[config.mk]
export PLATFORM = sky130hd
export DESIGN_NAME = emap_cell
export DESIGN_NICKNAME = d
export VERILOG_FILES = /design/src/rtl/core/emap_pkg.sv /design/src/rtl/core/emap_cell.sv
export SDC_FILE = /design/constraint.sdc
export NUM_CORES = 1
export LEC_CHECK = 0
export ABC_AREA = 0
export BUFFER_PORTS_ARGS = -buffer_cell sky130_fd_sc_hd__buf_2
export CORE_AREA = 2 2 325 327
export CTS_CLUSTER_SIZE = 8
export DETAILED_ROUTE_END_ITERATION = 10
export DIE_AREA = 0 0 327 329
export PLACE_DENSITY = 0.46
export SLEW_MARGIN = 10
export SYNTH_ARGS = -nofsm -noshare
export SYNTH_HDL_FRONTEND = slang
export SYNTH_SLANG_ARGS = --single-unit
[constraint.sdc]
create_clock -name clock -period 7.1 [get_ports clock]
set_input_delay 0.71 -clock clock [delete_from_list [all_inputs] [get_ports clock]]
set_output_delay 0.71 -clock clock [all_outputs]
set_load 0.02 [all_outputs]
[src/rtl/core/emap_pkg.sv]
// Package for the extent map block: sizes, command and status codes,
// and the structs shared by the cell row and the top level. No dependencies.
package emap_pkg;
   localparam int ENTRIES    = 64;
   localparam int UNIT_SHIFT = 12;
   localparam int PAGE_BITS  = 12;
   localparam int IDX_W      = $clog2(ENTRIES);
   localparam int CNT_W      = $clog2(ENTRIES + 1);

   localparam logic [2:0] CMD_ADD   = 3'd0;
   localparam logic [2:0] CMD_FIND  = 3'd1;
   localparam logic [2:0] CMD_REM   = 3'd2;
   localparam logic [2:0] CMD_CLR   = 3'd3;
   localparam logic [2:0] CMD_EVICT = 3'd4;

   localparam logic [3:0] ST_INSERTED  = 4'd0;
   localparam logic [3:0] ST_EXTENDED  = 4'd1;
   localparam logic [3:0] ST_HIT       = 4'd2;
   localparam logic [3:0] ST_MISMATCH  = 4'd3;
   localparam logic [3:0] ST_MISALIGN  = 4'd4;
   localparam logic [3:0] ST_FULL      = 4'd5;
   localparam logic [3:0] ST_FOUND     = 4'd6;
   localparam logic [3:0] ST_NOT_FOUND = 4'd7;
   localparam logic [3:0] ST_REMOVED   = 4'd8;
   localparam logic [3:0] ST_CLEARED   = 4'd9;
   localparam logic [3:0] ST_VICTIM    = 4'd10;
   localparam logic [3:0] ST_NO_VICTIM = 4'd11;

   // q_hi is bit 40 of the lookup offset; oor flags any bit above it
   typedef struct packed {
      logic [39:0] q;
      logic        q_hi;
      logic        oor;
   } query_type;

   typedef struct packed {
      logic             en;
      logic [IDX_W-1:0] idx;
      logic             valid_we;
      logic             valid_val;
      logic             data_we;
      logic [39:0]      start;
      logic [39:0]      coff;
      logic [7:0]       map;
      logic             dirty;
      logic             len_we;
      logic [39:0]      len;
      logic             acc_we;
      logic             acc_val;
   } wr_type;

   typedef struct packed {
      logic             hit;
      logic [IDX_W-1:0] hit_idx;
      logic [39:0]      hit_start;
      logic [39:0]      hit_len;
      logic [39:0]      hit_coff;
      logic [7:0]       hit_map;
      logic             hit_dirty;
      logic             free;
      logic [IDX_W-1:0] free_idx;
      logic             nxt;
      logic [39:0]      nxt_start;
      logic             vic;
      logic [IDX_W-1:0] vic_idx;
      logic [39:0]      vic_start;
      logic [39:0]      vic_len;
      logic [39:0]      vic_coff;
      logic [7:0]       vic_map;
      logic             vic_dirty;
   } rec_type;
endpackage

[src/rtl/core/emap_cell.sv]
// One table slot of the extent map plus its stage of the scan record.
// Depends on emap_pkg.
module emap_cell (
   input  logic                     clock,
   input  logic                     reset,
   input  logic [emap_pkg::IDX_W-1:0] cell_idx,
   input  emap_pkg::query_type      query,
   input  emap_pkg::wr_type         wr,
   input  emap_pkg::rec_type        rec_in,
   output emap_pkg::rec_type        rec_out
);
   import emap_pkg::*;

   logic        valid_ff;
   logic [39:0] start_ff, len_ff, coff_ff;
   logic [7:0]  map_ff;
   logic        dirty_ff, acc_ff;
   rec_type     rec_ff, rec_in_v;
   logic [40:0] end_sum;
   logic [40:0] q_full;
   logic        hit_me, sel;

   assign end_sum = {1'b0, start_ff} + {1'b0, len_ff};
   assign q_full  = {query.q_hi, query.q};
   assign hit_me  = valid_ff && !query.oor &&
                    ({1'b0, start_ff} == q_full ||
                     ({1'b0, start_ff} < q_full && q_full < end_sum));
   assign sel     = wr.en && wr.idx == cell_idx;

   always_comb begin
      rec_in_v = rec_in;
      if (!rec_in.hit && hit_me) begin
         rec_in_v.hit       = 1'b1;
         rec_in_v.hit_idx   = cell_idx;
         rec_in_v.hit_start = start_ff;
         rec_in_v.hit_len   = len_ff;
         rec_in_v.hit_coff  = coff_ff;
         rec_in_v.hit_map   = map_ff;
         rec_in_v.hit_dirty = dirty_ff;
      end
      if (!rec_in.free && !valid_ff) begin
         rec_in_v.free     = 1'b1;
         rec_in_v.free_idx = cell_idx;
      end
      if (valid_ff && start_ff > query.q &&
          (!rec_in.nxt || start_ff < rec_in.nxt_start)) begin
         rec_in_v.nxt       = 1'b1;
         rec_in_v.nxt_start = start_ff;
      end
      if (valid_ff && !acc_ff && (!rec_in.vic || start_ff < rec_in.vic_start)) begin
         rec_in_v.vic       = 1'b1;
         rec_in_v.vic_idx   = cell_idx;
         rec_in_v.vic_start = start_ff;
         rec_in_v.vic_len   = len_ff;
         rec_in_v.vic_coff  = coff_ff;
         rec_in_v.vic_map   = map_ff;
         rec_in_v.vic_dirty = dirty_ff;
      end
   end

   always_ff @(posedge clock) begin
      rec_ff <= rec_in_v;
      if (reset) begin
         valid_ff <= 1'b0;
      end else if (sel && wr.valid_we) begin
         valid_ff <= wr.valid_val;
      end
      if (sel && wr.data_we) begin
         start_ff <= wr.start;
         coff_ff  <= wr.coff;
         map_ff   <= wr.map;
         dirty_ff <= wr.dirty;
      end
      if (sel && wr.len_we) begin
         len_ff <= wr.len;
      end
      if (sel && wr.acc_we) begin
         acc_ff <= wr.acc_val;
      end
   end

   assign rec_out = rec_ff;
endmodule

==> reports/metrics.cfg, run 1 <==
[drt]
drc = 0
dr_total_vias = 16300
first_iter_violations = 678
dr.pass1.iters = 5
routedWlPerCell_um = 23.0
wl_um = 91700
vias_per_cell = 4.09
drtAntennaViolNets = 0

[logic_synthesis]
netlist.area_leader.share = 0.316
synth_warnings = 0
syn-num-nets = 2362
synthArstFlopShare = 0
ys.flop_type = dfxtp_1
yosysSeqAreaShare = 0.507
syn_area_mm2 = 0.0204
synth_top_area_cell = dfxtp_1
ys_types = 60
synth_edf_count = 130
yosys.cell_count.top_type = dfxtp_1
yosys-top-cells-count = dfxtp_1, mux2_2, ha_1, inv_1, edfxtp_1
ys_top_cells_by_area = dfxtp_1, edfxtp_1, mux2_2
synthCells = 1651
synth-seq-cells = 451
syn_area_per_cell_um2 = 12.3

[global_route]
grt_util_all_layers = 0.164
grt_pass1_wl_um = 124000
first_global_vias = 16700
grt_max_degree = 83
antenna_found_initial = 53
gr-total-overflow = 0

[floorplanning]
boundaryPins = 832
num_rows = 119
core_mm2 = 0.104
start_util = 0.195
die_h_um = 329
dieArea_mm2 = 0.108
fp.dieW_um = 327

[sta]
fin_crit_sh = 0.902
tightest_slew_ps = 945
timing.slew.headroom = 0.370
setup_viol = 0
final.setup.tns_ps = 0
rsz0062_at_grt = false
fin_crit_ps = 6410
hold_violations = 0
maxSlewViolCount = 0
finalClockSkew_ps = 35.1
fmax_mhz = 156

[pwr]
p_total_mw = 6.61
ir_drop_uv = 162
power_density_mw_per_mm2 = 234
power_leakage_nw = 13.1

[setup_path]
worstSetupPathType = reg -> reg
r2r_start = start_ff[0]$_DFFE_PP_
crit_arrival_ps = 6920
cp_max_fo = 76
cp.required_ps = 7610
reg2regPathDepth = 20
startpoint = start_ff[0]$_DFFE_PP_
end_kind = register
startpoint_type = register

[hold_path]
holdPathStages = 1
hold_class = in -> reg
min_from = wr[106]

[cts]
root_buffer = clkbuf_16
cts_buffers = 68
cts_hold_buf = 0
clk_latency_ps = 630
clock-sinks = 451
cts_setup_buffers = 0
clkTransAtPathRegs_ps = 50
cts_max_path_buffers = 3
htreeDepth = 3
cts_tree = built
cts-resized-gates = 0

[placement]
gp_congestion = 0.803
io_buffers = 831
dp_hpwl_um = 75100

[job]
maxCapViolations = 0

[cells_and_area]
drive_above_1_share = 0.478
area_growth_pct = 38.9
final_core_util = 0.271
final_nets = 3234

[outcome]
status = finished, final reports clean

per-layer routing:
metal / part of all wire / global-route usage
met4: 0.022 / 0.0388
met1: 0.40 / 0.188
met2: 0.50 / 0.292
met5: 0.0027 / 0
met3: 0.073 / 0.0579
registers in the layout, indices dropped and copies added, names as in the netlist:
register  cells
rec_out     320
coff_ff      40
len_ff       40
start_ff     40
map_ff        8
acc_ff        1
dirty_ff      1
valid_ff      1
worst paths after layout:
| kind | to | slack (ps) |
|---|---|---|
| max | rec_out[200]$_DFF_P_ | 690 |
| min | start_ff[14]$_DFFE_PP_ | 250 |
| max reg2reg | rec_out[200]$_DFF_P_ | 690 |
| min reg2reg | rec_out[202]$_DFF_P_ | 490 |
per-stage QoR:
stage          setup WS, ps  instances  hold slack (ps)  instance area, um^2
2_1_floorplan          1780       1651              418                20400
3_3_place_gp            724       3844              479                26200
3_5_place_dp            807       3844              482                26200
4_1_cts                 726       3965              179                28200
5_1_grt                 416       3968              207                28200
6_report                693       3980              253                28300
area by class of cell:
class | instances | area [um^2]
fillers | 11200 | 76100
clock buffers | 113 | 1930
multi-input cells | 1028 | 9310
inverters | 134 | 503
clock inverters | 8 | 141
well taps | 1391 | 1740
flip-flops and latches | 451 | 10300
repair buffers | 840 | 4280
diodes | 15 | 37.5
layout by cell type (no fill, tap or decap), types with 4 or more instances in the layout:
cell	n
buf_2	831
dfxtp_1	321
mux2_2	302
ha_1	198
inv_1	134
edfxtp_1	130
a21o_1	92
a21oi_1	84
clkbuf_16	70
o21ai_0	45
clkbuf_1	41
nor2_1	38
nand4_1	34
nand2_1	26
xor2_1	22
xnor2_1	20
nand3_1	16
diode_2	15
mux2_1	14
a211oi_1	13
and3_1	10
nand2b_1	10
o211ai_1	9
o21a_1	9
nor4_1	9
nor3_1	8
nor2b_1	6
a31oi_1	5
o21bai_1	5
buf_4	5
buf_12	4
cells by family (layout without fill, tap and decap cells):
logic type,after synthesis,after routing,share of synthesized area
XOR/XNOR,42,42,0.0181
AO/OA/AOI/OAI,302,302,0.0972
buffers and inverters,172,1095,0.0365
multiplexers,317,317,0.175
AND/OR/NAND/NOR,168,168,0.0428
adder cells (fa/ha/maj),199,199,0.123
other,0,15,0
flip-flops,451,451,0.507
critical path: stages (launching register included):
cell and delay [ps]:
edfxtp_1 460, ha_1 290, fa_1 430, a21oi_1 240, o21ai_1 180, o211ai_1 350, o211ai_2 260, a31o_1 310
o41a_1 380, a22o_1 260, o41a_1 350, xnor2_1 140, ha_1 290, a21o_1 190, a21o_1 170, a2111oi_0 400
o211ai_1 140, a211o_1 280, o21ai_4 190, buf_12 320, mux2_2 410
power by group:
part	switching (mW)	internal [mW]
registers	0.0323	2.75
clock network	1.25	1.90
logic	0.373	0.305
total	1.65	4.96
Note: power is estimated with default switching activity, not from simulation.
==> inputs of run 2 (changes only) <==
--- a/config.mk
+++ b/config.mk
@@ -11,7 +11,7 @@
 export CTS_CLUSTER_SIZE = 8
 export DETAILED_ROUTE_END_ITERATION = 10
 export DIE_AREA = 0 0 327 329
-export PLACE_DENSITY = 0.46
+export PLACE_DENSITY = 0.41
 export SLEW_MARGIN = 10
 export SYNTH_ARGS = -nofsm -noshare
 export SYNTH_HDL_FRONTEND = slang
==> reports/metrics.cfg, run 2 (synthesis results as in run 1) <==
[floorplanning]
fp.dieW_um = 327  ; unchanged
dieArea_mm2 = 0.108  ; unchanged
core_mm2 = 0.104  ; unchanged
die_h_um = 329  ; unchanged
num_rows = 119  ; unchanged
boundaryPins = 832  ; unchanged
start_util = 0.195  ; unchanged

[placement]
io_buffers = 831  ; unchanged
pre_cts_slack_ps = 717  ; was 807 ps
gp_congestion = 0.797  ; was 0.803
dp_hpwl_um = 75000  ; was 75100 um

[sta]
rsz0062_at_grt = false  ; unchanged
final.setup.tns_ps = 0  ; unchanged
maxSlewViolCount = 0  ; unchanged
timing.slew.headroom = 0.225  ; was 0.370
finalClockSkew_ps = 52.0  ; was 35.1 ps
fin_crit_sh = 0.906  ; was 0.902
fin_crit_ps = 6440  ; was 6410 ps
hold_violations = 0  ; unchanged
fin_ws_ps = 664  ; was 693 ps
tightest_slew_ps = 1150  ; was 945 ps
setup_viol = 0  ; unchanged
fmax_mhz = 155  ; was 156 MHz

[cells_and_area]
drive_above_1_share = 0.481  ; was 0.478
final_nets = 3244  ; was 3234
layout_commonest_cell = buf_2  ; unchanged
largest_reg_flops = 320  ; unchanged
area_growth_pct = 39.5  ; was 38.9%
layout_common_cells = buf_2, dfxtp_1, mux2_2, ha_1, inv_1  ; unchanged
filler_cell_count = 11200  ; about the same
final_core_util = 0.272  ; was 0.271

[global_route]
grt_pass1_wl_um = 126000  ; was 124000 um
grt_max_degree = 84  ; was 83
gr-total-overflow = 0  ; unchanged
grt_util_all_layers = 0.166  ; was 0.164
antenna_found_initial = 62  ; was 53
first_global_vias = 17000  ; was 16700

[pwr]
ir_drop_uv = 144  ; was 162 uV
power_leakage_nw = 13.2  ; was 13.1 nW
p_total_mw = 6.70  ; was 6.61 mW
power_density_mw_per_mm2 = 236  ; was 234 mW/mm^2

[cts]
cts_tree = built  ; unchanged
cts_setup_buffers = 0  ; unchanged
cts_buffers = 69  ; was 68
cts-resized-gates = 0  ; unchanged
htreeDepth = 3  ; unchanged
clkTransAtPathRegs_ps = 50  ; about the same
clock-sinks = 451  ; unchanged
cts_hold_buf = 0  ; unchanged
root_buffer = clkbuf_16  ; unchanged
cts_max_path_buffers = 3  ; unchanged
clk_latency_ps = 650  ; was 630 ps

[hold_path]
holdPathStages = 2  ; was 1
min_to = valid_ff$_SDFFE_PP0P_  ; was start_ff[14]$_DFFE_PP_
hold_class = in -> reg  ; unchanged
min_from = reset  ; was wr[106]

[setup_path]
rr_endpoint = rec_out[251]$_DFF_P_  ; was rec_out[200]$_DFF_P_
cp.required_ps = 7620  ; was 7610 ps
cp_max_fo = 30  ; was 76
worstSetupPathType = reg -> reg  ; unchanged
reg2regPathDepth = 20  ; unchanged
crit_arrival_ps = 6950  ; was 6920 ps
r2r_start = len_ff[0]$_DFFE_PP_  ; was start_ff[0]$_DFFE_PP_
r2r_slack_ps = 660  ; was 690 ps
startpoint_type = register  ; unchanged
end_kind = register  ; unchanged

[drt]
first_iter_violations = 649  ; was 678
vias_per_cell = 4.11  ; was 4.09
dr_total_vias = 16400  ; was 16300
drc = 0  ; unchanged
routedWlPerCell_um = 23.2  ; was 23.0 um
wl_um = 92400  ; was 91700 um
drtAntennaViolNets = 0  ; unchanged
dr.pass1.iters = 5  ; unchanged

[job]
maxCapViolations = 0  ; unchanged

[outcome]
status = finished, final reports clean  ; unchanged

## run 2: cell count changes in the layout (fill, tap and decap cells not counted), sizes merged
cell    previous run  this run
buf              840       849
clkbuf           113       114
clkinv             6         8
diode             15        13
## run 2: report_power, final
part | switching (mW) | leakage, nW | internal (mW)
registers | 0.0309 | 3.88 | 2.75
logic | 0.370 | 8.27 | 0.305
clock network | 1.30 | 1.03 | 1.94
total | 1.70 | 13.2 | 5.00
## run 2: final cells by class
| cell class | count | area, um^2 | share of cell area |
|---|---|---|---|
| Multi-Input combinational cell | 1028 | 9310 | 0.328 |
| Timing Repair Buffer | 849 | 4330 | 0.153 |
| Sequential cell | 451 | 10300 | 0.364 |
| Clock buffer | 114 | 1970 | 0.0693 |
| Antenna cell | 13 | 32.5 | 0.00115 |
| Clock inverter | 10 | 188 | 0.00661 |
| Tap cell | 1391 | 1740 | 0.0613 |
| Inverter | 134 | 503 | 0.0177 |
## run 2: worst max-delay path: stages (launching register included)
cell	delay, ps
edfxtp_1	430
ha_1	260
fa_1	420
a21oi_1	260
o21ai_1	180
o211ai_1	390
o211ai_2	270
a31o_1	330
o41a_1	390
a22o_1	270
o41a_1	350
xnor2_1	140
ha_1	300
a21o_1	180
a21o_1	170
a2111oi_0	410
o211ai_1	150
a211o_1	280
o21ai_4	220
buf_4	460
mux2_2	400
## run 2: worst max-delay path by stage
stage / startpoint / to / cells after the start
finish: len_ff[0]$_DFFE_PP_ / rec_out[251]$_DFF_P_ / 20
global route: len_ff[0]$_DFFE_PP_ / rec_out[304]$_DFF_P_ / 20
CTS: len_ff[0]$_DFFE_PP_ / rec_out[304]$_DFF_P_ / 20
detailed placement: len_ff[0]$_DFFE_PP_ / rec_out[251]$_DFF_P_ / 20
global placement: len_ff[0]$_DFFE_PP_ / rec_out[249]$_DFF_P_ / 20
floorplan: start_ff[0]$_DFFE_PP_ / rec_out[279]$_DFF_P_ / 22
## run 2: per-layer routing
layer / GRT usage / vias up / share of wire
li1: - / 7841 / -
met1: 0.193 / 7694 / 0.40
met2: 0.291 / 620 / 0.50
met3: 0.0567 / 185 / 0.077
met4: 0.0407 / 42 / 0.024
met5: 0 / - / 0.0028
## run 2: metrics by stage
stage               hold slack [ps]  cells  instance area [um^2]
finish                          233   3990                 28400
global route                    200   3980                 28400
CTS                             170   3977                 28400
detailed placement              486   3853                 26200
global placement                487   3853                 26200
floorplan                       418   1651                 20400
